`src/design/awtl_pkg.sv`:
```
// ----------------------------------------------------------------------------
// awtl_pkg
// Shared types, sizes and helpers for the address window target lookup.
// ----------------------------------------------------------------------------
`timescale 1ns / 1ps

package awtl_pkg;

    // number of windows held in the table (1 to 32)
    localparam int WINDOW_COUNT = 32;
    localparam int IDX_W        = (WINDOW_COUNT > 1) ? $clog2(WINDOW_COUNT) : 1;

    // fixed field widths
    localparam int ADDR_W       = 64;
    localparam int SIZE_W       = 6;
    localparam int TGT_W        = 8;
    localparam int ENTRY_IDX_W  = 5;

    typedef logic [IDX_W-1:0]  t_idx;
    typedef logic [ADDR_W-1:0] t_addr;
    typedef logic [SIZE_W-1:0] t_size;
    typedef logic [TGT_W-1:0]  t_tgt;

    // one stored window, less its enable bit (that lives in flops)
    typedef struct packed {
        t_addr base;
        t_size size;
        t_tgt  target;
    } t_entry;

    localparam int ENTRY_W = $bits(t_entry);

    localparam t_idx LAST_IDX = t_idx'(WINDOW_COUNT - 1);

    // offsets below 2^(code+1) lie inside the window: bits [code:0] set
    function automatic t_addr f_span_mask(input t_size code);
        t_addr ones;
        ones = '1;
        return ones >> (t_size'(ADDR_W - 1) - code);
    endfunction

endpackage

```
`src/design/awtl_ram.sv`:
```
// ----------------------------------------------------------------------------
// awtl_ram
// Generic single-clock RAM, one write port, one read port, registered read.
// ----------------------------------------------------------------------------
`timescale 1ns / 1ps

module awtl_ram #(
    parameter int  WIDTH  = 8,
    parameter int  DEPTH  = 32,
    localparam int ADDR_W = (DEPTH > 1) ? $clog2(DEPTH) : 1
) (
    input  logic              i_clk,
    input  logic              i_wr_en,
    input  logic [ADDR_W-1:0] i_wr_addr,
    input  logic [WIDTH-1:0]  i_wr_data,
    input  logic              i_rd_en,
    input  logic [ADDR_W-1:0] i_rd_addr,
    output logic [WIDTH-1:0]  o_rd_data
);

    logic [WIDTH-1:0] r_mem [DEPTH];
    logic [WIDTH-1:0] r_rd_data;

    always_ff @(posedge i_clk) begin
        if (i_wr_en) begin
            r_mem[i_wr_addr] <= i_wr_data;
        end
        if (i_rd_en) begin
            r_rd_data <= r_mem[i_rd_addr];
        end
    end

    assign o_rd_data = r_rd_data;

endmodule

```
`src/design/awtl_match.sv`:
```
// ----------------------------------------------------------------------------
// awtl_match
// Window containment test: base <= address < base + 2^(size+1), 65-bit bound.
// ----------------------------------------------------------------------------
`timescale 1ns / 1ps

module awtl_match (
    input  awtl_pkg::t_entry i_entry,
    input  awtl_pkg::t_addr  i_address,
    output logic             o_hold
);

    logic [awtl_pkg::ADDR_W:0] w_diff;
    awtl_pkg::t_addr           w_mask;

    // offset from base; top bit is the borrow (address below base)
    assign w_diff = {1'b0, i_address} - {1'b0, i_entry.base};
    assign w_mask = awtl_pkg::f_span_mask(i_entry.size);

    // no wrap possible: offset is at most 2^64-1, so the largest code always holds
    assign o_hold = !w_diff[awtl_pkg::ADDR_W]
                    && ((w_diff[awtl_pkg::ADDR_W-1:0] & ~w_mask) == '0);

endmodule

```
`src/design/address_window_target_lookup_top.sv`:
```
// ----------------------------------------------------------------------------
// address_window_target_lookup_top
// Table of address windows, each mapping a base/size range to a target id.
//
// Usage: a beat is taken on start while busy is low. Mode 1 writes one
// window entry (base, size code, enable, target); it completes in the cycle
// it is taken, gives no result and busy stays low. Mode 0 looks up an
// address: entries are read from the window RAM one per cycle from entry 0
// upward, and the first enabled window holding the address ends the scan.
// The result (hit, target) is shown for one cycle with o_strobe, registered
// once the matching entry, or the last entry on a miss, is checked; busy
// is high from the cycle after the beat until the strobe cycle, in which
// the next beat may already be taken. The scan rate is set by the
// single read port of the window RAM. Reset clears every enable bit (so
// all windows read as disabled) and the scan control; base, size and
// target of an unwritten entry are never used. The receiver cannot stall.
// ----------------------------------------------------------------------------
`timescale 1ns / 1ps

module address_window_target_lookup_top (
    input  logic                              i_clk,
    input  logic                              i_rst_n,
    input  logic                              start,
    output logic                              busy,
    input  logic                              i_mode,
    input  logic [awtl_pkg::ENTRY_IDX_W-1:0] i_entry_index,
    input  logic [awtl_pkg::ADDR_W-1:0]      i_window_base,
    input  logic [awtl_pkg::SIZE_W-1:0]      i_size_code,
    input  logic                              i_window_enable,
    input  logic [awtl_pkg::TGT_W-1:0]       i_window_target,
    input  logic [awtl_pkg::ADDR_W-1:0]      i_lookup_address,
    output logic                              o_strobe,
    output logic                              o_hit,
    output logic [awtl_pkg::TGT_W-1:0]       o_target
);

    typedef enum logic [1:0] {
        S_IDLE = 2'b01,
        S_SCAN = 2'b10
    } t_state;

    t_state             r_state, n_state;
    awtl_pkg::t_idx     r_chk_idx, n_chk_idx;
    awtl_pkg::t_addr    r_addr;
    logic               r_strobe, n_strobe;
    logic               r_hit, n_hit;
    awtl_pkg::t_tgt     r_target, n_target;
    logic               r_en [awtl_pkg::WINDOW_COUNT];

    logic               w_accept;
    logic               w_wr_en;
    awtl_pkg::t_idx     w_wr_idx;
    awtl_pkg::t_entry   w_wr_entry;
    logic               w_rd_en;
    awtl_pkg::t_idx     w_rd_idx;
    awtl_pkg::t_entry   w_rd_entry;
    logic               w_hold;
    logic               w_match;

    assign busy     = (r_state != S_IDLE);
    assign w_accept = start && !busy;

    // writes beyond the table are dropped
    assign w_wr_en  = w_accept && i_mode
                      && (32'(i_entry_index) < 32'(awtl_pkg::WINDOW_COUNT));
    assign w_wr_idx = awtl_pkg::t_idx'(i_entry_index);

    assign w_wr_entry.base   = i_window_base;
    assign w_wr_entry.size   = i_size_code;
    assign w_wr_entry.target = i_window_target;

    awtl_ram #(
        .WIDTH (awtl_pkg::ENTRY_W),
        .DEPTH (awtl_pkg::WINDOW_COUNT)
    ) u_win_ram (
        .i_clk     (i_clk),
        .i_wr_en   (w_wr_en),
        .i_wr_addr (w_wr_idx),
        .i_wr_data (w_wr_entry),
        .i_rd_en   (w_rd_en),
        .i_rd_addr (w_rd_idx),
        .o_rd_data (w_rd_entry)
    );

    awtl_match u_match (
        .i_entry   (w_rd_entry),
        .i_address (r_addr),
        .o_hold    (w_hold)
    );

    // RAM output holds entry r_chk_idx during a scan cycle
    assign w_match = r_en[r_chk_idx] && w_hold;

    // enable bits in flops so reset disables every window at once
    always_ff @(posedge i_clk) begin
        if (!i_rst_n) begin
            for (int i = 0; i < awtl_pkg::WINDOW_COUNT; i++) begin
                r_en[i] <= 1'b0;
            end
        end else if (w_wr_en) begin
            r_en[w_wr_idx] <= i_window_enable;
        end
    end

    always_comb begin
        n_state   = r_state;
        n_chk_idx = r_chk_idx;
        n_strobe  = 1'b0;
        n_hit     = r_hit;
        n_target  = r_target;
        w_rd_en   = 1'b0;
        w_rd_idx  = r_chk_idx + awtl_pkg::t_idx'(1);
        unique case (r_state)
            S_IDLE: begin
                if (w_accept && !i_mode) begin
                    n_state   = S_SCAN;
                    n_chk_idx = '0;
                    w_rd_en   = 1'b1;
                    w_rd_idx  = '0;
                end
            end
            S_SCAN: begin
                if (w_match || (r_chk_idx == awtl_pkg::LAST_IDX)) begin
                    n_state  = S_IDLE;
                    n_strobe = 1'b1;
                    n_hit    = w_match;
                    n_target = w_match ? w_rd_entry.target : '0;
                end else begin
                    // fetch the next entry while this one is checked
                    n_chk_idx = r_chk_idx + awtl_pkg::t_idx'(1);
                    w_rd_en   = 1'b1;
                end
            end
            default: begin
                n_state = S_IDLE;
            end
        endcase
    end

    always_ff @(posedge i_clk) begin
        if (!i_rst_n) begin
            r_state  <= S_IDLE;
            r_strobe <= 1'b0;
        end else begin
            r_state  <= n_state;
            r_strobe <= n_strobe;
        end
    end

    // scan payload, no reset needed
    always_ff @(posedge i_clk) begin
        r_chk_idx <= n_chk_idx;
        r_hit     <= n_hit;
        r_target  <= n_target;
        if (w_accept && !i_mode) begin
            r_addr <= i_lookup_address;
        end
    end

    assign o_strobe = r_strobe;
    assign o_hit    = r_hit;
    assign o_target = r_target;

`ifndef SYNTHESIS
    a_strobe_after_scan: assert property (@(posedge i_clk) disable iff (!i_rst_n)
        o_strobe |-> $past(r_state == S_SCAN))
        else $error("result strobe without a preceding scan");

    a_miss_zero_target: assert property (@(posedge i_clk) disable iff (!i_rst_n)
        (o_strobe && !o_hit) |-> (o_target == '0))
        else $error("miss reported with non-zero target");

    a_scan_in_range: assert property (@(posedge i_clk) disable iff (!i_rst_n)
        (r_state == S_SCAN) |-> (r_chk_idx <= awtl_pkg::LAST_IDX))
        else $error("scan index beyond the table");

    a_strobe_not_busy: assert property (@(posedge i_clk) disable iff (!i_rst_n)
        o_strobe |-> !busy)
        else $error("busy still high in the result cycle");

    a_write_keeps_idle: assert property (@(posedge i_clk) disable iff (!i_rst_n)
        (w_accept && i_mode) |=> !busy)
        else $error("write beat started a scan");
`endif

endmodule

```
`config.mk`:
```
export PLATFORM = sky130hd
export DESIGN_NAME = address_window_target_lookup_top
export DESIGN_NICKNAME = d
export VERILOG_FILES = /design/src/design/awtl_pkg.sv /design/src/design/awtl_ram.sv /design/src/design/awtl_match.sv /design/src/design/address_window_target_lookup_top.sv
export SDC_FILE = /design/constraint.sdc
export NUM_CORES = 2
export LEC_CHECK = 0
export BUFFER_PORTS_ARGS = -buffer_cell sky130_fd_sc_hd__clkbuf_2
export CORE_MARGIN = 1
export CORE_UTILIZATION = 56
export CTS_CLUSTER_DIAMETER = 80
export DETAILED_ROUTE_END_ITERATION = 10
export PLACE_DENSITY = 0.73
export SYNTH_ARGS = -nofsm -noshare
export SYNTH_HDL_FRONTEND = slang
export SYNTH_HIERARCHICAL = 1
export SYNTH_SLANG_ARGS = --single-unit
```
`constraint.sdc`:
```
create_clock -name i_clk -period 14 [get_ports i_clk]
set_clock_uncertainty 0.15 [all_clocks]
set_input_delay 1.4 -clock i_clk [delete_from_list [all_inputs] [get_ports i_clk]]
set_output_delay 1.4 -clock i_clk [all_outputs]
set_load 0.05 [all_outputs]
```
Yosys cells after proc, flatten, opt, wreduce, memory -nomap -nowiden
Memories as Yosys holds them, arrays and structs flattened. A register that Yosys moved wholly into a read port is not among the register bits.
Cells that the tools add are included.
{ "classes": {"addsub": 3, "eq_ne": 7, "shifts": 1, "muxes": 21, "bitwise_logic": 2, "reduce_logical": 16} }
{ "op_table": {"columns": ["cell", "count"], "rows": [
  ["$sub 64x64->65", 1],
  ["$and 64x64->64", 1],
  ["$logic_not 64->1", 1],
  ["$not 64->64", 1],
  ["$shr 64x6->64 const A", 1],
  ["$mux 5", 6],
  ["$mux 1", 10],
  ["$pmux 5 s2", 1],
  ["$ne 2x2->1 const B", 3],
  ["$reduce_and 2->1", 3],
  ["$sub 6x6->6 const A", 1],
  ["$add 5x1->5 const B", 1],
  ["$eq 5x5->1 const B", 1],
  ["$logic_and 1x1->1", 5],
  ["$mux 2", 2],
  ["$pmux 2 s2", 1],
  ["$logic_not 1->1", 3],
  ["$reduce_and 3->1", 1],
  ["$eq 2x1->1 const B", 1],
  ["$eq 2x2->1 const B", 1],
  ["$ne 2x1->1 const B", 1],
  ["$pmux 1 s2", 1],
  ["$reduce_bool 2->1", 1],
  ["$logic_or 1x1->1", 1],
  ["$reduce_or 1->1", 1]
]} }
{ "totals": {"regBits": 81, "ram_bits": 2528, "in_bits": 152, "output_inout_bits": 11, "elab_cells": 58, "memories": 2} }
{ "memory_table": {"columns": ["name", "depth", "width", "read_ports", "rd_clocked_by_memory_dff", "wr", "line_no", "source"], "rows": [
  ["u_win_ram.r_mem", 32, 78, 1, 1, 1, "awtl_ram.sv:21", "logic [WIDTH-1:0] r_mem [DEPTH];"],
  ["r_en", 32, 1, 1, 1, 32, "address_window_target_lookup_top.sv:48", "logic r_en [awtl_pkg::WINDOW_COUNT];"]
]} }

Longest topological paths before layout
{ "logic_depth": {"depth_word": 11, "mapped_depth": 21, "depth_no_buf": 18} }

By module
Netlist, hierarchy kept.
{ "modules_own_cells": {"columns": ["module", "n_inst", "cells_each", "area_per_inst_um2", "seq_area_each_um2"], "rows": [
  ["awtl_ram", 1, 4562, 97215.7, 77294.1],
  ["awtl_match", 1, 871, 5522.8, 0.0],
  ["address_window_target_lookup_top", 1, 320, 4559.4, 3143.0]
]} }

Least setup slack after synthesis
OpenSTA, ideal clock, no wires.
{ "synth_timing": {"path_type": "reg-to-reg", "start": "reg r_addr[11]", "end": "reg u_win_ram.r_rd_data[0] (netlist: u_win_ram/o_rd_data[0]) (read register of u_win_ram.r_mem), enable pin", "setup_time_ns": 0.540, "arrival_ns": 7.110, "required_ns": 13.310, "setup_slack_ns": 6.200, "path_stages_with_launch": 18, "path_buffers": 1, "period_less_slack_ns": 7.800, "cell_sequence": "edfxtp_1 -> ha_1 -> clkbuf_1 -> nand4_1 -> or2_2 -> a2111oi_4 -> nor2_1 -> o41ai_1 -> xor2_1 -> a21oi_1 -> a2bb2oi_1 -> and4_1 -> a41o_1 -> o221ai_1 -> nor4_2 -> nand4_2 -> nand2_1 -> a21oi_1"} }
{ "synth_via": {"elab_chain_cells": 8, "elab_cells_between_ends": 9, "classes_between": "1 x add/sub; 2 x mux; 1 x bitwise; 5 x reduce/logical"} }
{ "synth_lines": {"columns": ["item", "line_no", "source"], "rows": [
  ["start: declaration", "address_window_target_lookup_top.sv:44", "awtl_pkg::t_addr r_addr;"],
  ["start signal: assignment", "address_window_target_lookup_top.sv:156", "r_addr <= i_lookup_address;"],
  ["$sub 64x64->65 (*)", "awtl_match.sv:17", "assign w_diff = {1'b0, i_address} - {1'b0, i_entry.base};"],
  ["$and 64x64->64", "awtl_match.sv:22", "&& ((w_diff[awtl_pkg::ADDR_W-1:0] & ~w_mask) == '0);"],
  ["$logic_not 64->1", "awtl_match.sv:22", null],
  ["$logic_and 1x1->1 (*)", "awtl_match.sv:22", null],
  ["net w_hold", "address_window_target_lookup_top.sv:57", "logic w_hold;"],
  ["$logic_and 1x1->1 (*)", "address_window_target_lookup_top.sv:92", "assign w_match = r_en[r_chk_idx] && w_hold;"],
  ["$logic_or 1x1->1 (*)", "address_window_target_lookup_top.sv:123", "if (w_match || (r_chk_idx == awtl_pkg::LAST_IDX)) begin"],
  ["$mux 1 (*)", "address_window_target_lookup_top.sv:123", null],
  ["$pmux 1 s2 (*)", "address_window_target_lookup_top.sv:113", "unique case (r_state)"],
  ["net w_rd_en", "address_window_target_lookup_top.sv:54", "logic w_rd_en;"],
  ["end: declaration", "awtl_ram.sv:22", "logic [WIDTH-1:0] r_rd_data;"]
]} }
Mark *: on every way through the listed nets, which the timed path passes. The rest lies on a longest branch.
A chain may end at the register's enable or synchronous reset.

Worst setup path after layout
{ "layout_timing": {"start": "reg u_win_ram.r_rd_data[30] (netlist: u_win_ram/o_rd_data[30]) (read register of u_win_ram.r_mem)", "end": "reg r_chk_idx[1], enable pin"} }
{ "layout_via": {"elab_chain_cells": 8, "elab_cells_between_ends": 9, "classes_between": "1 x add/sub; 1 x eq/ne; 1 x bitwise; 6 x reduce/logical"} }
{ "layout_lines": {"columns": ["item", "line_no", "source"], "rows": [
  ["$sub 64x64->65 (*)", "awtl_match.sv:17", null],
  ["$and 64x64->64", "awtl_match.sv:22", null],
  ["$logic_not 64->1", "awtl_match.sv:22", null],
  ["$logic_and 1x1->1 (*)", "awtl_match.sv:22", null],
  ["net w_hold", "address_window_target_lookup_top.sv:57", null],
  ["$logic_and 1x1->1 (*)", "address_window_target_lookup_top.sv:92", null],
  ["$logic_or 1x1->1 (*)", "address_window_target_lookup_top.sv:123", null],
  ["$ne 2x2->1 (no line) (*)", null, null],
  ["$reduce_and 3->1 (no line) (*)", null, null],
  ["end signal: assignment", "address_window_target_lookup_top.sv:152", "r_chk_idx <= n_chk_idx;"],
  ["end: declaration", "address_window_target_lookup_top.sv:43", "awtl_pkg::t_idx r_chk_idx, n_chk_idx;"]
]} }
Marked as above.

==> flow_summary_export.csv <==
group,metric,value,unit
floorplanning,die_h,440,um
timing,finalMaxSlewViolations,0,
power,ir_worst_vdd,109,uV
global_route,grt_overflow_total,0,
power,p_comb_frac,0.092,
synth,synth_compound_area_frac,0.0627,
setup_path,reg2regPathDepth,18,
cells_and_area,instances_no_fill,8697,
synth,seq_area_frac_synth,0.750,
setup_path,r2r_slack,6420,ps
timing,max_freq,132,MHz
clock_tree,cts_tree,"built",
route,drc,0,
hold_path,worstHoldPathType,"reg2reg",
synth,synth_fa_ha_area_frac,0.00800,
timing,period_minus_slack,7580,ps
synth,synth-seq-cells,2692,
clock_tree,cts_root_buffer,"clkbuf_16",
route,drt_first_iter_violations,7746,
power,pwr-share-seq,0.508,
clock_tree,cts_resized,0,
synth,synth.area.top_cells,"edfxtp_1 (74%), mux4_2 (6.7%), mux2i_1 (5.9%)",
clock_tree,post-cts-setup-buffer-count,0,
global_route,grt_max_degree,126,
synth,synth_edf_count,2652,
placement,dpl_cell_area,111000,um^2
synth,synth_top_area_share,0.742,
outcome,outcome,"complete, no violations",
synth,avgSynthCellArea,18.7,um^2
cells_and_area,layout_common_cells,"edfxtp_1 (2652), mux2i_1 (637), a22oi_1 (424), mux4_2 (317), clkbuf_16 (289)",
setup_path,critPathKind,"reg2reg",
setup_path,startpoint_type,"flop",
synth,ys_warn_count,6,
timing,rsz0062_at_grt,"no",
cells_and_area,fin_area,120000,um^2
timing,final_hold_viol_count,0,
floorplanning,coreArea,190000,um^2
synth,ys.flop_type,"edfxtp_1",
clock_tree,insertion_delay,910,ps
floorplanning,io_pins,163,
power,p_leak,39.1,nW
global_route,grt_pass1_wl,412000,um
clock_tree,clk_pin_slew,60,ps
setup_path,path_max_fanout,16,
cells_and_area,fillers,12900,
timing,post-route-period-util,0.542,
synth,synth-xor-area-share,0.00335,
placement,globalplace.congestion,0.890,
route,finalWirelength,293000,um
synth,synth_cells,5753,
cells_and_area,fin_nets,6204,
route,vias,59000,
setup_path,crit_start,"u_win_ram/o_rd_data[30]$_DFFE_PP_",
global_route,grtUsageTotal,0.301,
clock_tree,cts.hold.buffers_added,0,
floorplanning,start_util,0.564,
placement,place_inst,8211,
cells_and_area,finalCoreUtilization,0.629,
synth,synthSimpleGateAreaFrac,0.0315,
synth,synth_mux_area_frac,0.126,
setup_path,cp-endpoint,"r_chk_idx[1]$_DFFE_PP_",
setup_path,cp-end-kind,"flop",
global_route,grt_pass1_vias,57200,
synth,synth.distinct_cells,103,
setup_path,critical_path_required,14390,ps
route,routed_via_density,6.78,
timing,tightest_slew,1210,ps
floorplanning,num_rows,160,
power,p_switching,4.08,mW
setup_path,cpPeakStageDelay,850,ps
synth,mappedNetlistArea,107000,um^2
power,p_total,17.7,mW
clock_tree,numCtsBuffers,282,
power,clkPwrFrac,0.400,
cells_and_area,layout_commonest_cell,"edfxtp_1",
synth,synth_top_family_by_area,"multiplexers",
power,p_int,13.6,mW
floorplanning,dieArea,193000,um^2
route,ant_nets,0,
route,firstDrtPassIters,6,
timing,relSlewSlack,0.196,
route,wl_per_cell,33.7,um
setup_path,path_cells,"inv_1, ha_1, nand4_1, or2_2, a2111oi_4, o21ai_0, and3b_1, o31ai_1, xor2_1, a221oi_1, o2111ai_1, nor4_1, nand4b_1, nor4_2, nand4_2, inv_2, o21a_1, nor2_1",
setup_path,critical_path.slowest_cell,"o21a_1",
synth,ys_async_sr_fraction,0,
power,switching_share,0.231,
synth,yosys.area.top_type,"edfxtp_1",
setup_path,crit_arrival,7970,ps
floorplanning,chipWidth,440,um
job,max-cap-violations,0,
cells_and_area,final_layout_size_suffix_gt1_frac,0.174,
setup_path,r2r_end,"r_chk_idx[1]$_DFFE_PP_",
clock_tree,htree_num_levels,5,
cells_and_area,synthToLayoutAreaGrowth,11.5,%
setup_path,r2r_start,"u_win_ram/o_rd_data[30]$_DFFE_PP_",
placement,port-buffer-count,162,
global_route,antenna_found_initial,38,
placement,dp_hpwl,161000,um
clock_tree,numClockSinks,2692,
timing,setup_viol,0,
synth,synth_fp_nets,5973,
timing,tns,0,ps
power,powerDensity,148,nW/um^2
clock_tree,clockBufferDepth,4,
-- synth_stat cells (all sizes together), types with 79 or more instances --
library cell and count:
nand2 114, buf 162, nand4 79, clkbuf 175, mux4 317, nor2 111
mux2i 637, nand3 172, edfxtp 2652, a22oi 424, inv 86, a21oi 89
-- metal layers --
metal | up-vias | global-route usage | wire length, um
met5 | - | 0 | 163
met2 | 3469 | 0.473 | 139000
li1 | 24200 | - | -
met3 | 617 | 0.0606 | 31800
met1 | 30700 | 0.412 | 109000
met4 | 24 | 0.132 | 12800
-- metrics by stage --
| step | hold slack (ps) | setup WS, ps |
|---|---|---|
| 4_1_cts | 353 | 6520 |
| 3_5_place_dp | 338 | 6590 |
| 2_1_floorplan | 319 | 6200 |
| 3_3_place_gp | 332 | 6480 |
| 6_report | 358 | 6420 |
| 5_1_grt | 378 | 6160 |
-- worst max-delay path, delay by kind of cell, from the launching register on --
family | cells | cell delay, ps
DFF | 1 | 680
and+or+nand+nor | 8 | 2150
buffers and inverters | 2 | 560
adders and majority gates | 1 | 470
xor gates and xnor gates | 1 | 250
AOI/OAI and AO/OA | 6 | 2950
-- final cells by class --
| class | count | area, um^2 | share of cell area |
|---|---|---|---|
| Inverter | 86 | 324 | 0.00271 |
| Multi-Input combinational cell | 2638 | 25200 | 0.211 |
| Clock inverter | 130 | 1140 | 0.00957 |
| Clock buffer | 338 | 7430 | 0.0621 |
| Tap cell | 2511 | 3140 | 0.0263 |
| Timing Repair Buffer | 284 | 1840 | 0.0154 |
| Sequential cell | 2692 | 80400 | 0.673 |
| Antenna cell | 18 | 45.0 | 0.000377 |
-- flip-flops by register name, summed over array words and instances (netlist names), named ones only --
name and cells:
u_win_ram/r_mem 2496, u_win_ram/o_rd_data 78, r_addr 64, r_en 32, o_target 8, r_chk_idx 5, r_state 2, o_hit 1
o_strobe 1
-- logic make-up after synthesis --
group | Yosys count
AOI/OAI and AO/OA | 924
buffers and inverters | 423
muxes | 956
DFF | 2692
and+or+nand+nor | 649
xor gates and xnor gates | 41
adders and majority gates | 68
-- power by group through the flow --
stage                     logic, mW  registers, mW  clock network, mW
after floorplan                1.02           9.13                  0
after global placement         1.59           9.17                  0
after detailed placement       1.60           9.17                  0
after CTS                      1.61           9.00               7.15
after global routing           1.72           9.00               7.43
final                          1.63           9.00               7.08
-- worst min path at each step --
| stage | startpoint | to | slack, ps | cells after the start |
|---|---|---|---|---|
| after CTS | r_en[31]$_DFF_P_ | r_en[31]$_DFF_P_ | 350 | 2 |
| after global routing | u_win_ram/o_rd_data[6]$_DFFE_PP_ | o_target[6]$_SDFFCE_PN0P_ | 380 | 1 |
| after global placement | r_en[1]$_DFF_P_ | r_en[1]$_DFF_P_ | 330 | 2 |
| after floorplan | r_en[18]$_DFF_P_ | r_en[18]$_DFF_P_ | 320 | 2 |
| final | r_en[9]$_DFF_P_ | r_en[9]$_DFF_P_ | 360 | 2 |
| after detailed placement | r_en[31]$_DFF_P_ | r_en[31]$_DFF_P_ | 340 | 2 |
No activity file was read; power rests on OpenSTA's default activity.
